--- src/sdrpip_pkg.sv ---
package sdrpip_pkg;

    localparam logic [7:0]  HDR_BYTE0      = 8'hEF;
    localparam logic [7:0]  HDR_BYTE1      = 8'hFE;
    localparam logic [7:0]  TYPE_DATA      = 8'h01;
    localparam logic [7:0]  TYPE_DISCOVERY = 8'h02;
    localparam logic [7:0]  TYPE_STARTSTOP = 8'h04;
    localparam logic [7:0]  SYNC_BYTE      = 8'h7F;
    localparam logic [4:0]  FREQ_ADDR      = 5'h02;

    localparam logic [10:0] POS_MAX        = 11'd2047;
    localparam logic [10:0] HEADER_BYTES   = 11'd8;
    localparam logic [10:0] PACKET_BYTES   = 11'd1032;

    localparam logic        REC_SAMPLE     = 1'b0;
    localparam logic        REC_SUMMARY    = 1'b1;

    localparam logic [2:0]  KIND_UNKNOWN   = 3'd0;
    localparam logic [2:0]  KIND_DISCOVERY = 3'd1;
    localparam logic [2:0]  KIND_START     = 3'd2;
    localparam logic [2:0]  KIND_STOP      = 3'd3;
    localparam logic [2:0]  KIND_DATA      = 3'd4;

    // one queue entry: everything one input byte produces
    typedef struct packed {
        logic        has_sample;
        logic [15:0] i_sample;
        logic [15:0] q_sample;
        logic        has_summary;
        logic [2:0]  packet_kind;
        logic        mox_flag;
        logic [31:0] frequency_word;
        logic [6:0]  sample_total;
    } entry_t;

    typedef struct packed {
        logic push;
        logic pop;
    } q_ctrl_t;

    typedef struct packed {
        logic full;
        logic empty;
    } q_stat_t;

endpackage

--- src/sdrpip_front.sv ---
module sdrpip_front #(
    parameter int MAX_SAMPLES = 126
) (
    input  logic                  aclk,
    input  logic                  aresetn,
    input  logic                  in_valid,
    input  logic [7:0]            data_byte,
    input  logic                  end_of_packet,
    input  logic                  q_full,
    output logic                  in_ready,
    output logic                  push,
    output sdrpip_pkg::entry_t    push_entry
);

    logic [10:0] pos_reg, pos_next;
    logic        hdr_good_reg, hdr_good_next;
    logic [7:0]  type_reg, type_next;
    logic        start_reg, start_next;
    logic        sync_reg, sync_next;
    logic [7:0]  cmd_reg, cmd_next;
    logic        mox_reg, mox_next;
    logic [31:0] freq_reg, freq_next;
    logic [31:0] stage_reg, stage_next;
    logic [6:0]  seen_reg, seen_next;

    logic        accept;
    logic        in_body;
    logic [10:0] rel;
    logic        frame;
    logic [8:0]  ofs;
    logic [31:0] shifted;
    logic        fire;
    logic [2:0]  kind;

    assign in_ready = !q_full;
    assign accept   = in_valid && !q_full;

    assign in_body = (pos_reg >= sdrpip_pkg::HEADER_BYTES) &&
                     (pos_reg < sdrpip_pkg::PACKET_BYTES);
    assign rel     = pos_reg - sdrpip_pkg::HEADER_BYTES;
    assign frame   = rel[9];
    assign ofs     = rel[8:0];
    assign shifted = {stage_reg[23:0], data_byte};

    always_comb begin
        hdr_good_next = hdr_good_reg;
        type_next     = type_reg;
        start_next    = start_reg;
        sync_next     = sync_reg;
        cmd_next      = cmd_reg;
        mox_next      = mox_reg;
        freq_next     = freq_reg;
        stage_next    = stage_reg;
        seen_next     = seen_reg;
        fire          = 1'b0;

        case (pos_reg)
            11'd0: hdr_good_next = (data_byte == sdrpip_pkg::HDR_BYTE0);
            11'd1: hdr_good_next = hdr_good_reg && (data_byte == sdrpip_pkg::HDR_BYTE1);
            11'd2: type_next     = data_byte;
            11'd3: start_next    = data_byte[0];
            default: ;
        endcase

        if (in_body) begin
            if (ofs == 9'd0) begin
                sync_next = (data_byte == sdrpip_pkg::SYNC_BYTE);
            end else if (ofs <= 9'd2) begin
                sync_next = sync_reg && (data_byte == sdrpip_pkg::SYNC_BYTE);
            end else if (ofs == 9'd3) begin
                cmd_next = data_byte;
                if (!frame) begin
                    mox_next = sync_reg && data_byte[0];
                end
            end else if (ofs <= 9'd7) begin
                stage_next = shifted;
                if (ofs == 9'd7 && sync_reg && cmd_reg[5:1] == sdrpip_pkg::FREQ_ADDR) begin
                    freq_next = shifted;
                end
            end else if (ofs[2]) begin
                // slot bytes 4..7 carry I then Q, big-endian
                stage_next = shifted;
                if (ofs[1:0] == 2'd3 && sync_reg && hdr_good_reg &&
                    type_reg == sdrpip_pkg::TYPE_DATA &&
                    seen_reg < 7'(MAX_SAMPLES)) begin
                    fire      = 1'b1;
                    seen_next = seen_reg + 7'd1;
                end
            end
        end

        pos_next = (pos_reg < sdrpip_pkg::POS_MAX) ? pos_reg + 11'd1 : pos_reg;

        kind = sdrpip_pkg::KIND_UNKNOWN;
        if (pos_reg >= 11'd3 && hdr_good_next) begin
            if (type_next == sdrpip_pkg::TYPE_DISCOVERY) begin
                kind = sdrpip_pkg::KIND_DISCOVERY;
            end else if (type_next == sdrpip_pkg::TYPE_STARTSTOP) begin
                kind = start_next ? sdrpip_pkg::KIND_START : sdrpip_pkg::KIND_STOP;
            end else if (type_next == sdrpip_pkg::TYPE_DATA &&
                         pos_reg >= sdrpip_pkg::PACKET_BYTES - 11'd1) begin
                kind = sdrpip_pkg::KIND_DATA;
            end
        end

        push_entry.has_sample     = fire;
        push_entry.i_sample       = shifted[31:16];
        push_entry.q_sample       = shifted[15:0];
        push_entry.has_summary    = end_of_packet;
        push_entry.packet_kind    = kind;
        push_entry.mox_flag       = (kind == sdrpip_pkg::KIND_DATA) && mox_next;
        push_entry.frequency_word = (kind == sdrpip_pkg::KIND_DATA) ? freq_next : 32'd0;
        push_entry.sample_total   = (kind == sdrpip_pkg::KIND_DATA) ? seen_next : 7'd0;
    end

    assign push = accept && (fire || end_of_packet);

    always_ff @(posedge aclk) begin
        if (!aresetn || (accept && end_of_packet)) begin
            pos_reg      <= '0;
            hdr_good_reg <= 1'b0;
            type_reg     <= '0;
            start_reg    <= 1'b0;
            sync_reg     <= 1'b0;
            cmd_reg      <= '0;
            mox_reg      <= 1'b0;
            freq_reg     <= '0;
            stage_reg    <= '0;
            seen_reg     <= '0;
        end else if (accept) begin
            pos_reg      <= pos_next;
            hdr_good_reg <= hdr_good_next;
            type_reg     <= type_next;
            start_reg    <= start_next;
            sync_reg     <= sync_next;
            cmd_reg      <= cmd_next;
            mox_reg      <= mox_next;
            freq_reg     <= freq_next;
            stage_reg    <= stage_next;
            seen_reg     <= seen_next;
        end
    end

endmodule

--- src/sdrpip_fifo.sv ---
module sdrpip_fifo #(
    parameter int DEPTH = 4
) (
    input  logic                  aclk,
    input  logic                  aresetn,
    input  sdrpip_pkg::q_ctrl_t   ctrl,
    input  sdrpip_pkg::entry_t    wr_entry,
    output sdrpip_pkg::q_stat_t   stat,
    output sdrpip_pkg::entry_t    rd_entry
);

    localparam int AW = (DEPTH > 1) ? $clog2(DEPTH) : 1;
    localparam int CW = $clog2(DEPTH + 1);
    localparam logic [AW-1:0] LAST_PTR = AW'(DEPTH - 1);

    sdrpip_pkg::entry_t slots_reg [DEPTH];
    logic [AW-1:0] wr_ptr_reg, rd_ptr_reg;
    logic [CW-1:0] count_reg;
    logic          do_push, do_pop;

    assign stat.full  = (count_reg == CW'(DEPTH));
    assign stat.empty = (count_reg == '0);
    assign do_push    = ctrl.push && !stat.full;
    assign do_pop     = ctrl.pop && !stat.empty;
    assign rd_entry   = slots_reg[rd_ptr_reg];

    always_ff @(posedge aclk) begin
        if (do_push) begin
            slots_reg[wr_ptr_reg] <= wr_entry;
        end
    end

    always_ff @(posedge aclk) begin
        if (!aresetn) begin
            wr_ptr_reg <= '0;
            rd_ptr_reg <= '0;
            count_reg  <= '0;
        end else begin
            if (do_push) begin
                wr_ptr_reg <= (wr_ptr_reg == LAST_PTR) ? '0 : wr_ptr_reg + AW'(1);
            end
            if (do_pop) begin
                rd_ptr_reg <= (rd_ptr_reg == LAST_PTR) ? '0 : rd_ptr_reg + AW'(1);
            end
            case ({do_push, do_pop})
                2'b10:   count_reg <= count_reg + CW'(1);
                2'b01:   count_reg <= count_reg - CW'(1);
                default: ;
            endcase
        end
    end

endmodule

--- src/sdrpip_back.sv ---
module sdrpip_back (
    input  logic                  aclk,
    input  logic                  aresetn,
    input  sdrpip_pkg::entry_t    rd_entry,
    input  logic                  q_empty,
    output logic                  pop,
    output logic                  m_tvalid,
    input  logic                  m_tready,
    output logic [79:0]           m_tdata,
    output logic                  m_tuser,
    output logic                  m_tlast
);

    sdrpip_pkg::entry_t cur_reg;
    logic pend_s_reg, pend_m_reg;
    logic beat, final_beat, load;

    assign m_tvalid   = pend_s_reg || pend_m_reg;
    assign beat       = m_tvalid && m_tready;
    assign final_beat = beat && !(pend_s_reg && pend_m_reg);
    assign load       = !m_tvalid || final_beat;
    assign pop        = load && !q_empty;

    always_ff @(posedge aclk) begin
        if (pop) begin
            cur_reg <= rd_entry;
        end
    end

    always_ff @(posedge aclk) begin
        if (!aresetn) begin
            pend_s_reg <= 1'b0;
            pend_m_reg <= 1'b0;
        end else if (load) begin
            pend_s_reg <= pop && rd_entry.has_sample;
            pend_m_reg <= pop && rd_entry.has_summary;
        end else if (beat) begin
            // sample goes out first, summary of the same byte follows
            pend_s_reg <= 1'b0;
        end
    end

    always_comb begin
        if (pend_s_reg) begin
            m_tuser = sdrpip_pkg::REC_SAMPLE;
            m_tlast = !pend_m_reg;
            m_tdata = {5'd0, 7'd0, cur_reg.q_sample, cur_reg.i_sample, 32'd0, 1'b0,
                       sdrpip_pkg::KIND_DATA};
        end else begin
            m_tuser = sdrpip_pkg::REC_SUMMARY;
            m_tlast = 1'b1;
            m_tdata = {5'd0, cur_reg.sample_total, 16'd0, 16'd0, cur_reg.frequency_word,
                       cur_reg.mox_flag, cur_reg.packet_kind};
        end
    end

`ifndef SYNTHESIS
    a_summary_last: assert property (@(posedge aclk) disable iff (!aresetn)
        (m_tvalid && m_tuser == sdrpip_pkg::REC_SUMMARY) |-> m_tlast)
        else $error("summary beat without tlast");

    a_sample_then_summary: assert property (@(posedge aclk) disable iff (!aresetn)
        (beat && m_tuser == sdrpip_pkg::REC_SAMPLE && !m_tlast) |=>
        (m_tvalid && m_tuser == sdrpip_pkg::REC_SUMMARY))
        else $error("summary did not follow its sample");

    a_no_pop_while_busy: assert property (@(posedge aclk) disable iff (!aresetn)
        (pend_s_reg && pend_m_reg) |-> !pop)
        else $error("queue popped while two beats still pending");

    a_sample_fields: assert property (@(posedge aclk) disable iff (!aresetn)
        (m_tvalid && m_tuser == sdrpip_pkg::REC_SAMPLE) |->
        (m_tdata[2:0] == sdrpip_pkg::KIND_DATA && m_tdata[35:3] == 33'd0))
        else $error("sample beat with stray summary fields");
`endif

endmodule

--- src/sdr_packet_iq_parser.sv ---
// channel  | ports          | tdata (low bit up)                           | tuser       | tlast
// ---------+----------------+----------------------------------------------+-------------+--------------
// s_ input | s_tvalid/ready | data_byte[7:0]                               | -           | end_of_packet
// m_ out   | m_tvalid/ready | kind[2:0] mox[3] freq[35:4] i[51:36]         | record_type | last_of_run
//          |                | q[67:52] total[74:68], zero to [79]          |             |
//
// One byte per cycle while the queue is not full; the front updates packet state in the accept cycle.
// A byte's result enters the queue at its accepting edge, then the back end registers it and raises m_tvalid.
// A byte causing sample plus summary takes two output beats; the queue absorbs it.
// s_tready drops only when the FIFO_DEPTH-entry queue is full.
// aresetn is synchronous; the packet state resets and also clears after each tlast byte.
module sdr_packet_iq_parser #(
    parameter int MAX_SAMPLES = 126,
    parameter int FIFO_DEPTH  = 4
) (
    input  logic        aclk,
    input  logic        aresetn,
    input  logic        s_tvalid,
    output logic        s_tready,
    input  logic [7:0]  s_tdata,   // data_byte[7:0]
    input  logic        s_tlast,
    output logic        m_tvalid,
    input  logic        m_tready,
    output logic [79:0] m_tdata,   // packet_kind, mox_flag, frequency_word, i_sample,
                                   // q_sample, sample_total
    output logic        m_tuser,   // record_type
    output logic        m_tlast
);

    sdrpip_pkg::entry_t  push_entry, rd_entry;
    sdrpip_pkg::q_ctrl_t q_ctrl;
    sdrpip_pkg::q_stat_t q_stat;
    logic push, pop;

    assign q_ctrl.push = push;
    assign q_ctrl.pop  = pop;

    sdrpip_front #(
        .MAX_SAMPLES(MAX_SAMPLES)
    ) u_front (
        .aclk         (aclk),
        .aresetn      (aresetn),
        .in_valid     (s_tvalid),
        .data_byte    (s_tdata),
        .end_of_packet(s_tlast),
        .q_full       (q_stat.full),
        .in_ready     (s_tready),
        .push         (push),
        .push_entry   (push_entry)
    );

    sdrpip_fifo #(
        .DEPTH(FIFO_DEPTH)
    ) u_fifo (
        .aclk    (aclk),
        .aresetn (aresetn),
        .ctrl    (q_ctrl),
        .wr_entry(push_entry),
        .stat    (q_stat),
        .rd_entry(rd_entry)
    );

    sdrpip_back u_back (
        .aclk    (aclk),
        .aresetn (aresetn),
        .rd_entry(rd_entry),
        .q_empty (q_stat.empty),
        .pop     (pop),
        .m_tvalid(m_tvalid),
        .m_tready(m_tready),
        .m_tdata (m_tdata),
        .m_tuser (m_tuser),
        .m_tlast (m_tlast)
    );

endmodule

--- config.mk ---
export PLATFORM = sky130hd
export DESIGN_NAME = sdr_packet_iq_parser
export DESIGN_NICKNAME = d
export VERILOG_FILES = /design/src/sdrpip_pkg.sv /design/src/sdrpip_front.sv /design/src/sdrpip_fifo.sv /design/src/sdrpip_back.sv /design/src/sdr_packet_iq_parser.sv
export SDC_FILE = /design/constraint.sdc
export NUM_CORES = 1
export LEC_CHECK = 0
export ABC_AREA = 1
export BUFFER_PORTS_ARGS = -buffer_cell sky130_fd_sc_hd__buf_2
export CAP_MARGIN = 30
export CORE_ASPECT_RATIO = 1.4
export CORE_UTILIZATION = 55
export CTS_CLUSTER_DIAMETER = 80
export CTS_CLUSTER_SIZE = 30
export DETAILED_ROUTE_END_ITERATION = 10
export PLACE_DENSITY = 0.81
export SYNTH_ARGS = -nofsm -noshare
export SYNTH_HDL_FRONTEND = slang
export SYNTH_HIERARCHICAL = 1
export SYNTH_SLANG_ARGS = --single-unit
export TNS_END_PERCENT = 100
--- constraint.sdc ---
create_clock -name aclk -period 5.3 [get_ports aclk]
set_input_delay 0.53 -clock aclk [delete_from_list [all_inputs] [get_ports aclk]]
set_output_delay 0.53 -clock aclk [all_outputs]
set_load 0.01 [all_outputs]
==> results of run 1 <==
power by group:
part	switching [mW]	internal (mW)	total, mW
clock	1.10	0.788	1.89
sequential	0.282	4.84	5.13
combinational	2.00	0.877	2.87
total	3.38	6.51	9.89
worst max-delay path by stage:
stage	endpoint	slack (ns)	from
finish	u_fifo/slots_reg[1][67]$_DFFE_PP_	1.37	u_front/pos_reg[3]$_SDFFE_PP0P_
global route	u_fifo/slots_reg[1][26]$_DFFE_PP_	1.05	u_front/pos_reg[3]$_SDFFE_PP0P_
CTS	u_fifo/slots_reg[1][31]$_DFFE_PP_	1.39	u_front/pos_reg[3]$_SDFFE_PP0P_
detailed placement	u_fifo/slots_reg[1][26]$_DFFE_PP_	1.42	u_front/pos_reg[3]$_SDFFE_PP0P_
global placement	u_fifo/slots_reg[1][26]$_DFFE_PP_	1.54	u_front/pos_reg[3]$_SDFFE_PP0P_
floorplan	u_fifo/slots_reg[0][0]$_DFFE_PP_	-0.28	u_front/pos_reg[4]$_SDFFE_PP0P_
kinds of logic (layout without fill, tap and decap cells):
logic type	count (synthesis)	count (layout)	synth area share
simple gates	754	754	0.153
flops	485	485	0.657
compound gates	371	371	0.102
buf+inv	343	380	0.0778
fa+ha+maj	16	16	0.0101
other cells	1	5	0.000182
area by class of cell:
type / instances / share of cell area
Timing Repair Buffer: 113 / 0.0331
Multi-Input combinational cell: 1146 / 0.253
Inverter: 231 / 0.0400
Clock buffer: 33 / 0.0261
Tap cell: 467 / 0.0267
Clock inverter: 3 / 0.00229
Sequential cell: 485 / 0.619
layer usage:
| layer | part of all wire | wire length, microns |
|---|---|---|
| met5 | 0.00025 | 11 |
| met4 | 0.055 | 2430 |
| met3 | 0.055 | 2440 |
| met2 | 0.53 | 23400 |
| met1 | 0.36 | 16100 |
worst register-to-register path: cells and delay by family, from the launching register on:
kind          cells  cell delay, ns
buf+inv           4            0.62
flops             1            0.39
fa+ha+maj         1            0.22
simple gates     10            2.42
per-stage QoR:
stage	hold slack (ns)	setup WS (ns)	setup TNS (ns)	power (mW)
2_1_floorplan	0.430	-0.284	-87.53	7.16
3_3_place_gp	0.444	1.54	0	7.92
3_5_place_dp	0.463	1.42	0	8.07
4_1_cts	0.238	1.39	0	9.91
5_1_grt	0.246	1.05	0	10.4
6_report	0.251	1.37	0	9.89
layout by cell type (no fill, tap or decap), types with 2 or more instances in the layout:
| cell | n |
|---|---|
| a211oi_1 | 3 |
| a21oi_1 | 57 |
| a31oi_1 | 2 |
| and2_1 | 2 |
| buf_12 | 5 |
| buf_16 | 2 |
| buf_2 | 91 |
| buf_4 | 15 |
| clkbuf_1 | 12 |
| clkbuf_16 | 21 |
| clkinv_8 | 2 |
| conb_1 | 5 |
| dfxtp_1 | 99 |
| dfxtp_4 | 2 |
| edfxtp_1 | 383 |
| ha_1 | 15 |
| inv_1 | 222 |
| inv_2 | 7 |
| nand2_1 | 258 |
| nand2_2 | 3 |
| nand3_1 | 63 |
| nand4_1 | 11 |
| nor2_1 | 350 |
| nor2_2 | 38 |
| nor2_4 | 5 |
| nor3_1 | 7 |
| nor3_4 | 2 |
| nor4_1 | 5 |
| o211ai_1 | 5 |
| o21ai_0 | 184 |
| o21ai_1 | 7 |
| o21ai_2 | 32 |
| o22ai_1 | 78 |
| or2_2 | 3 |
==> summary.txt, run 1 <==
Placement
  • Placement Cell Area: 21200 sq um
  • DP Cell Count: 2441
  • HPWL Detailed: about 28000 microns
  • Number of port buffers: 91
  • Placer congestion estimate: approximately 0.9

Route
  • Drt via density: 5.62
  • DR iter-0 viols: 1450
  • Post-route DRC: 10
  • Final Routed Wirelength: between 40000 and 50000 microns
  • Drt pass-1 iters: 9
  • Remaining antenna violation count: 0
  • Drt wl/cell: 17.9 microns
  • DR vias: 13920

Setup path
  • FF-to-FF path depth: 15
  • Worst Path Required: 5.56 ns
  • Reg2reg setup slack: 1.37 ns
  • Worst path most repeated cell: nand2_1
  • Slowest CP cell: nor2_4
  • Crit path max fanout: 23
  • CP arrival: 4.20 ns
  • RR Endpoint: u_fifo/slots_reg[1][67]$_DFFE_PP_
  • CP endpoint kind: flop
  • Cell Chain, Critical Path: inv_2 > ha_1 > inv_1 > nor2_1 > nand3_1 > nand2_1 > inv_1 > nor2_1 > nand3_1 > nor2_1 > nand2_1 > nand2_1 > nand2_1 > nor2_4 > buf_4
  • Crit path launch type: flop
  • CP Class: flop to flop
  • Max incr delay on CP: 0.75 ns
  • WP buf/inv: 4
  • Cell count along the critical path: 15
  • Worst r2r src: u_front/pos_reg[3]$_SDFFE_PP0P_
  • CP top delay family: simple AND/OR/NAND/NOR gates

Layout
  • Final std cells w/o fill: between 2000 and 2500
  • Multi-input logic area: 5530 sq um
  • Util after Layout: 0.595
  • FF/Latch Area: 13600 sq um
  • Layout cells sized above 1: 0.117
  • Layout Nets: 2026
  • Number of antenna repair diodes: 0
  • Layout area overhead: 6.15%
  • Final Cell Area: roughly 22000 sq um
  • FILL cells: 2901
  • Largest register FFs: 308

CTS
  • Resize count post-CTS: 0
  • CTS tree: done
  • Max clock buf depth: 3
  • Worst-Skew Late Latency: 0.56 ns
  • Clock transition at path regs: 0.12 ns
  • CTS Root Cell: clkbuf_16
  • Cts hold-fix bufs: 0
  • Num Clock Sinks: between 400 and 500
  • H-tree depth: 1
  • Clock buffer count from CTS: 20
  • # Post-CTS Setup Buffers: 0

Floorplanning
  • Die width: 166 microns
  • Starting Density: 0.561
  • Core area: about 37000 sq um
  • Top Ports: 97
  • Site Rows: 83
  • Die height: 231 microns
  • Die Area: 38300 sq um

Global route
  • Met2 global-route usage: 0.430
  • Met3 usage: 0.0196
  • Congestion Overflow GR: 0
  • Vias in the first global route: 13388
  • Largest net degree at the start of global routing: about 160
  • M1 GR Usage: 0.257
  • First-pass GRT wire length: 69200 microns
  • GRT busiest layer: met2
  • Initial antenna violation count: 1
  • Global router's overall resource usage: 0.230

Logic synthesis
  • Most common cell in the netlist: edfxtp_1
  • Synth top area share: 0.558
  • Synth top area cells: edfxtp_1 (56%), dfxtp_1 (9.9%), nor2_1 (6.5%), nand2_1 (4.7%), o21ai_0 (4.5%)
  • Register bit total from synthesis: between 400 and 500
  • Synth top cells by count: edfxtp_1 (383), nor2_1 (355), nand2_1 (258)
  • Prevailing post-synth register cell: edfxtp_1
  • Cell area after synthesis: 20600 sq um
  • Warnings from Yosys: 6
  • Synth Area per Inst: 10.5 sq um
  • Unique masters post-synth: 45
  • Post-synth EDFFs: 383
  • Post-synthesis sequential area ratio: 0.657
  • Mapped Cells: 1970
  • Async set-reset flop share out of synthesis: 0
  • Largest area contributor in the netlist: edfxtp_1

Min path
  • Hold Path Sink: u_fifo/slots_reg[2][50]$_DFFE_PP_
  • HP Class: input port to flop
  • Hold wc startpoint: s_tdata[6]
  • Hold Crit Depth: 1

Timing
  • Final hold violations: 0
  • Worst-Margin Slew: 0.927 ns
  • Worst clock skew: 0.0218 ns
  • Slew Viols, Final: 0
  • RSZ-0062 raised after global routing: no
  • Max Fclk: approximately 0.25 GHz
  • Final setup viols: 0
  • Crit path time final: 3.93 ns
  • Slew HR: 0.381
  • Tcrit/Tclk final: 0.742

Power and ir drop
  • VDD IR-drop max: 0.384 mV
  • Leak: ~8.6 nW
  • Pwr/cell area: 452 nW/um^2

Flow run
  • Max Cap Viol: 0

Outcome
  • Failing checks: design-rule violations
  • Status: finished, violations left
(Power assumes the default switching activity.)
==> inputs of run 2 (changes only) <==
--- a/config.mk
+++ b/config.mk
@@ -5,15 +5,15 @@
 export SDC_FILE = /design/constraint.sdc
 export NUM_CORES = 1
 export LEC_CHECK = 0
-export ABC_AREA = 1
+export ABC_AREA = 0
 export BUFFER_PORTS_ARGS = -buffer_cell sky130_fd_sc_hd__buf_2
 export CAP_MARGIN = 30
 export CORE_ASPECT_RATIO = 1.4
-export CORE_UTILIZATION = 55
+export CORE_UTILIZATION = 61
 export CTS_CLUSTER_DIAMETER = 80
 export CTS_CLUSTER_SIZE = 30
 export DETAILED_ROUTE_END_ITERATION = 10
-export PLACE_DENSITY = 0.81
+export PLACE_DENSITY = 0.85
 export SYNTH_ARGS = -nofsm -noshare
 export SYNTH_HDL_FRONTEND = slang
 export SYNTH_HIERARCHICAL = 1
==> constraint.sdc (replaced) <==
create_clock -name aclk -period 3.97 [get_ports aclk]
set_input_delay 0.397 -clock aclk [delete_from_list [all_inputs] [get_ports aclk]]
set_output_delay 0.397 -clock aclk [all_outputs]
set_load 0.01 [all_outputs]
==> run 2 against run 1 <==
  * The flow still finishes with violations (design-rule violations)
  * Sequential share of layout area up 2.9 points
  * Sequential power up 24%
  * Power up 9.1%
  * Utilization up 6.8 points
  * Fmax up 8.4%
  * Via count down 22%
  * Final cell count down 28%
  * Critical path depth unchanged
  * Global-route usage up 1.2 points
  * Largest power group unchanged
  * Highest routed layer is now met4
==> summary.txt, run 2 <==
Route
  • DR iter-0 viols: 1141
  • Final Routed Wirelength: 38600 microns
  • Drt pass-1 iters: 10
  • Remaining antenna violation count: 0
  • Drt wl/cell: 21.7 microns
  • WL met2: 20300 microns
  • M1 wire length: 14900 microns
  • Met3 Routed Length: roughly 2200 microns
  • Post-route DRC: 4
  • DR vias: ~11000
  • Max Used Layer: met4
  • Drt via density: 6.09

Logic synthesis
  • Synth Area in Compound Gates: 0.0457
  • Synth Area per Inst: around 15 sq um
  • Largest area contributor in the netlist: edfxtp_1
  • Post-synth EDFFs: 383
  • Unique masters post-synth: between 60 and 70
  • Synth Area in XOR/XNOR: 0.00945
  • Largest family of logic cells by synthesized area: simple AND/OR/NAND/NOR gates
  • Multiplexer area fraction after synthesis: 0.0968
  • Register bit total from synthesis: 485
  • Synth top area share: 0.591
  • Post-synthesis sequential area ratio: 0.696
  • Post-synthesis simple-gate area fraction: 0.110
  • Warnings from Yosys: 6
  • Prevailing post-synth register cell: edfxtp_1
  • Synth top area cells: edfxtp_1 (59%), dfxtp_1 (10%), mux4_2 (8.9%), nand2_1 (3.6%), a21oi_1 (2.2%)
  • Cell area after synthesis: 19500 sq um
  • Mapped Cells: ~1300
  • Post-Synth Adder-Cell Area: 0.0107
  • Most common cell in the netlist: edfxtp_1
  • Synth top cells by count: edfxtp_1 (383), nand2_1 (186), dfxtp_1 (102)
  • Async set-reset flop share out of synthesis: 0

Global route
  • Vias in the first global route: 10900
  • Congestion Overflow GR: 0
  • Global router's overall resource usage: 0.242
  • First-pass GRT wire length: 60200 microns
  • Largest net degree at the start of global routing: slightly below 80
  • Initial antenna violation count: 0

Setup path
  • RR Endpoint: u_fifo/count_reg[2]$_SDFFE_PN0P_
  • Crit path max fanout: 10
  • Worst r2r src: u_front/pos_reg[0]$_SDFFE_PP0P_
  • Reg2reg setup slack: ~0.34 ns
  • CP arrival: slightly above 4 ns
  • Worst Path Required: between 4 and 5 ns
  • CP Class: flop to flop
  • FF-to-FF path depth: 15
  • CP endpoint kind: flop
  • Crit path launch type: flop

Layout
  • Commonest non-fill, non-tap cell in the layout: edfxtp_1
  • FILL cells: 2041
  • Util after Layout: 0.663
  • Layout Nets: 1401
  • Largest register FFs: around 300
  • Layout cells sized above 1: 0.181
  • Commonest non-fill, non-tap cells in the layout: edfxtp_1 (383), nand2_1 (185), dfxtp_1 (99)
  • Layout area overhead: 7.36%
  • Final Cell Area: 20900 sq um

CTS
  • H-tree depth: 1
  • Clock buffer count from CTS: 20
  • CTS Root Cell: clkbuf_16
  • Clock transition at path regs: roughly 0.11 ns
  • Worst-Skew Late Latency: 0.54 ns
  • Num Clock Sinks: 485
  • Max clock buf depth: 3
  • Resize count post-CTS: 0
  • # Post-CTS Setup Buffers: 0
  • Cts hold-fix bufs: 0
  • CTS tree: done

Floorplanning
  • Die Area: 32600 sq um
  • Starting Density: 0.618
  • Die width: 153 microns
  • Top Ports: 97
  • Die height: 213 microns
  • Core area: about 32000 sq um
  • Site Rows: slightly below 80

Power and ir drop
  • NetSw: 2.77 mW
  • VDD IR-drop max: 0.339 mV
  • Clock power frac: 0.229
  • Register share of total power: 0.589
  • Int Power: 8.02 mW
  • Logic pwr share: 0.182
  • Switch share: 0.257
  • Pwr/cell area: 516 nW/um^2
  • Leak: around 6.7 nW

Timing
  • Final setup viols: 0
  • Worst hold slack: 0.159 ns
  • Worst-Margin Slew: 0.926 ns
  • RSZ-0062 raised after global routing: no
  • Tcrit/Tclk final: 0.914
  • Slew HR: 0.383
  • Crit path time final: roughly 3.6 ns
  • Slew Viols, Final: 0
  • Worst clock skew: around 0.015 ns
  • Final hold violations: 0
  • Max Fclk: approximately 0.28 GHz

Outcome
  • Status: finished, violations left
  • Failing checks: design-rule violations

Min path
  • Hold wc startpoint: s_tlast
  • HP Class: input port to flop
  • Hold Crit Depth: 1
  • Hold Path Sink: u_fifo/slots_reg[3][43]$_DFFE_PP_

Placement
  • Placer congestion estimate: 0.944
  • Placement Cell Area: 20300 sq um
  • Number of port buffers: 91
  • HPWL Detailed: roughly 24000 microns

Flow run
  • Max Cap Viol: 0
==> run 2: logic make-up (layout without fill, tap and decap cells) <==
family	count (synthesis)	after routing
AND/OR/NAND/NOR	425	425
flip-flops	485	485
multiplexers	92	92
adder cells (fa/ha/maj)	16	16
buffers and inverters	118	184
XOR/XNOR	21	21
AO/OA/AOI/OAI	157	157
other	1	6
==> run 2: layout make-up <==
cell class,count,area (sq um),area share
Sequential cell,485,13600,0.649
Multi-Input combinational cell,716,5340,0.256
Timing Repair Buffer,128,821,0.0393
Clock buffer,33,571,0.0273
Tap cell,395,494,0.0237
Inverter,21,78.8,0.00377
Clock inverter,2,28.8,0.00138
Antenna cell,1,2.50,0.000120
==> run 2: layer usage <==
metal,vias up,track usage
li1,4932,-
met1,5398,0.306
met2,431,0.432
met5,-,0
met4,0,0.0916
met3,81,0.0292
==> run 2: power groups by stage <==
stage | Combinational [mW] | Sequential (mW) | Clock (mW)
2_1_floorplan | 1.42 | 6.36 | 0
3_3_place_gp | 1.93 | 6.44 | 0
4_1_cts | 2.00 | 6.36 | 2.52
5_1_grt | 2.13 | 6.41 | 2.69
6_report | 1.96 | 6.35 | 2.48
3_5_place_dp | 2.00 | 6.47 | 0
==> run 2: how the worst max path moves through the flow <==
| stage | from | to | slack [ns] | cells past startpoint |
|---|---|---|---|---|
| 6_report | u_front/pos_reg[0]$_SDFFE_PP0P_ | u_fifo/count_reg[2]$_SDFFE_PN0P_ | 0.34 | 15 |
| 5_1_grt | u_front/pos_reg[0]$_SDFFE_PP0P_ | u_fifo/count_reg[2]$_SDFFE_PN0P_ | 0.09 | 15 |
| 4_1_cts | u_front/pos_reg[0]$_SDFFE_PP0P_ | u_fifo/count_reg[2]$_SDFFE_PN0P_ | 0.35 | 15 |
| 3_5_place_dp | u_front/pos_reg[0]$_SDFFE_PP0P_ | u_fifo/count_reg[2]$_SDFFE_PN0P_ | 0.38 | 15 |
| 3_3_place_gp | u_front/pos_reg[0]$_SDFFE_PP0P_ | u_fifo/slots_reg[1][33]$_DFFE_PP_ | 0.49 | 11 |
| 2_1_floorplan | u_front/pos_reg[5]$_SDFFE_PP0P_ | u_fifo/slots_reg[0][0]$_DFFE_PP_ | -0.1 | 11 |
==> run 2: worst max-delay path, stage by stage, from the launching register on <==
cell	delay, ns
dfxtp_1	0.46
ha_1	0.36
and3_1	0.19
nor4bb_1	0.38
or4b_1	0.50
a21oi_1	0.20
nor2_1	0.06
nor2_1	0.07
nor2b_1	0.23
inv_1	0.07
ha_1	0.23
inv_1	0.08
fa_1	0.18
xor2_1	0.08
or3_1	0.30
a21boi_0	0.16
==> run 2: through the flow <==
stage	setup TNS (ns)	power (mW)	worst slack, ns	instances
floorplan	-30.13	7.77	-0.0978	1319
global placement	0	8.38	0.487	1745
detailed placement	0	8.46	0.380	1745
CTS	0	10.9	0.346	1780
global route	0	11.2	0.0860	1780
finish	0	10.8	0.340	1781
